[config.mk]
export PLATFORM = sky130hd
export DESIGN_NAME = avtb_mul
export DESIGN_NICKNAME = d
export VERILOG_FILES = /design/src/hw/rtl/avtb_mul.sv
export SDC_FILE = /design/constraint.sdc
export NUM_CORES = 2
export LEC_CHECK = 0
export BUFFER_PORTS_ARGS = -buffer_cell sky130_fd_sc_hd__buf_2
export CORE_MARGIN = 5
export CORE_UTILIZATION = 30
export DETAILED_ROUTE_END_ITERATION = 12
export PLACE_DENSITY_LB_ADDON = 0.08
export SLEW_MARGIN = 40
export SYNTH_ARGS = -nofsm -noshare
export SYNTH_HDL_FRONTEND = slang
export SYNTH_SLANG_ARGS = --single-unit
[constraint.sdc]
create_clock -name clk -period 11.4 [get_ports clk]
set_input_delay 1.71 -clock clk [delete_from_list [all_inputs] [get_ports clk]]
set_output_delay 1.71 -clock clk [all_outputs]
set_load 0.05 [all_outputs]
[src/hw/rtl/avtb_mul.sv]
`default_nettype none
// ---------------------------------------------------------------------------
// avtb_mul: shared 32x32 multiplier
// Registered unsigned product used by the scan and force sequence.
// ---------------------------------------------------------------------------
module avtb_mul (
  input  wire         clk,
  input  wire  [31:0] a,
  input  wire  [31:0] b,
  output logic [63:0] p_r
);
  always_ff @(posedge clk) begin
    p_r <= 64'(a) * 64'(b);
  end
endmodule
`default_nettype wire

==> impl_metrics.toml <==
[status]
outcome = "finished clean"

[final_layout]
layout-drive-gt1-share_pct = 4.981
regMostFlops = "p_r"
largest_register_ffs = 64
nets = 4913
reg_top3 = "p_r (64)"
final_cells = 5209
area_growth_pct = 6.513

[critical_path]
worstPathArrival_ns = 9.78
crit_required_ns = 11.68
cp-start-kind = "input port"
path_cells = "buf_2 -> nand2_1 -> fa_1 -> inv_1 -> fa_1 -> inv_1 -> fa_1 -> inv_1 -> fa_1 -> fa_1 -> fa_1 -> fa_1 -> inv_1 -> fa_1 -> inv_1 -> ha_1 -> nand4_1 -> or4_1 -> or3_1 -> a31oi_1 -> a31o_2 -> a211oi_1 -> o21ai_1 -> xor2_1"
path_max_fanout = 32
end_kind = "flip-flop"
startpoint = "b[8]"
slowest_stage = "buf_2"
cpPeakStageDelay_ns = 0.61
worstSetupPathType = "in2reg"
path_common_cell = "fa_1"

[floorplanning]
start_util_pct = 30.28
dieHeight_um = 350.0
rows = 124
core_um2 = 114500
io_pins = 129
die_area_um2 = 122500
die_x_um = 350.0

[grt]
grt_pass1_wl_um = 176000
overflow = 0
grt_max_degree = 33
antenna_found_initial = 4
grt_pass1_vias = 27920
grt_use_total_pct = 19.15

[synth]
ys_types = 57
syn_area_um2 = 34680
postSynthAreaPerCell_um2 = 9.252
yosys_warnings = 0
ys.flop_type = "dfxtp_1"
synthCells = 3748
syn-num-nets = 4972
async_flop_share_pct = 0
seq_area_frac_synth_pct = 3.695
ys_ff_latch = 64
synth-edff-count = 0

[hold_path]
min-delay-start = "a[0]"
hp-class = "in2reg"
hold_depth = 3
hold_path_end = "p_r[0]"

[detailed_routing]
route.detailed.drc = 0
drt_pass1_iterations = 6
wire_per_inst_um = 21.75
avgViaCountPerCell = 4.587
final_antenna_net_count = 0
drt_wl_total_um = 113300
drt_iter0_markers = 825
vias = 23890

[cts]
cts-root-buf = "clkbuf_16"
postCtsSetupBuffers = 0
cts_made_buffers = 9
clk_pin_slew_worst_paths_ns = 0.07
cts.sinks = 64
htree_num_levels = 3
cts_resized = 0
cts_tree = "built"
hold_buffers = 0
clockBufferDepth = 2

[timing]
finalHoldViolations = 0
finalCritPeriodShare_pct = 83.26
max_freq_mhz = 105.4
relSlewSlack_pct = 41.79
rsz0062_at_grt = "false"
worst_slew_pin_slew_ns = 0.8732
fin_setup_tns_ns = 0
slew_violations = 0
finalCriticalPeriod_ns = 9.492
setup_viol = 0

[placement]
io_buffer_count = 128
hpwl_um = 91820
gp_congestion = 0.7898
dp_cells = 5188

[flow_run]
cap_viol_max_count = 0
==> routing by layer <==
layer	vias to the layer above	part of all wire [%]	wire, µm	track usage [%]
li1	10720	-	-	-
met1	12760	42	47250	24.06
met2	316	54	60790	35.92
met3	99	2.0	2259	1.456
met4	0	2.6	3000	4.226
met5	-	0	0	0
==> worst max path at each step <==
stage / end / cells after the start / slack, ns
after global routing: p_r[62] / 24 / 1.51
after global placement: p_r[62] / 22 / 1.51
final: p_r[62] / 24 / 1.91
after floorplan: p_r[62] / 25 / 2.94
after detailed placement: p_r[62] / 24 / 1.53
after CTS: p_r[62] / 25 / 1.91
==> final cells by class <==
type,count,area (µm²)
Antenna cell,3,7.507
Timing Repair Buffer,150,890.9
Multi-Input combinational cell,2599,29320
Clock inverter,7,70.07
Fill cell,12250,77570
Inverter,865,3247
Sequential cell,64,1281
Tap cell,1512,1892
Clock buffer,9,225.2
==> metrics by stage <==
step / hold slack (ns) / util (%) / area, µm² / setup slack [ns]
floorplan: 1.837 / - / 34680 / 2.937
global placement: 2.180 / 31.90 / 36530 / 1.506
detailed placement: 2.180 / 31.93 / 36560 / 1.530
CTS: 2.042 / 32.19 / 36850 / 1.913
global route: 2.069 / 32.25 / 36930 / 1.505
finish: 2.052 / 32.26 / 36930 / 1.908
==> critical path, delay by kind of cell <==
family                     cells  cell delay (ns)
AOI/OAI and AO/OA              4             1.24
xor gates and xnor gates       1             0.15
adders and majority gates      9             4.52
buffers and inverters          6             0.86
and+or+nand+nor                4             1.24
==> cell families (layout without fill, tap and decap cells) <==
group	after synthesis	in the layout	synth area share, %
and+or+nand+nor	1177	1177	17.62
adders and majority gates	1159	1159	61.22
buffers and inverters	1085	1031	11.77
AOI/OAI and AO/OA	202	202	4.153
DFF	64	64	3.695
xor gates and xnor gates	60	60	1.515
muxes	1	1	0.02887
other	0	3	0
==> placed cells by master (no fill, tap or decap), types with 21 or more instances in the layout <==
cell type,instances
a21oi_1,63
xor2_1,25
xnor2_1,35
buf_4,38
and2_1,602
inv_1,865
nand2_1,480
nand4_1,23
o21ai_0,21
buf_2,110
ha_1,263
dfxtp_1,64
fa_1,896
a21o_1,40
==> synthesized netlist by cell type, types with 3 or more instances <==
library cell / number / area share (%)
inv_1: 865 / 9.4
xnor2_1: 35 / 0.88
fa_1: 896 / 52
a21boi_1: 3 / 0.065
nand3_1: 10 / 0.14
o221ai_1: 3 / 0.076
a21oi_1: 63 / 0.91
nand4_1: 23 / 0.41
o21ai_0: 21 / 0.30
a221oi_4: 3 / 0.23
a211oi_1: 3 / 0.065
nor3_1: 7 / 0.10
o21a_1: 9 / 0.19
or3_1: 3 / 0.054
and2_1: 602 / 11
and4_1: 3 / 0.076
or2_2: 3 / 0.054
buf_2: 6 / 0.087
o31ai_4: 3 / 0.18
a21o_1: 40 / 0.87
nor2_1: 20 / 0.22
dfxtp_1: 64 / 3.7
nand2_1: 480 / 5.2
a221o_1: 4 / 0.12
xor2_1: 25 / 0.63
and3_1: 14 / 0.25
ha_1: 263 / 9.5
a31oi_1: 12 / 0.22
clkbuf_1: 213 / 2.3
o21ai_1: 5 / 0.072
or4_1: 3 / 0.065
o21bai_1: 10 / 0.22
a21oi_2: 3 / 0.076
Power is left out: the tool's default activity adds up to more than one toggle a clock period on the data nets, which glitch-free logic cannot reach.
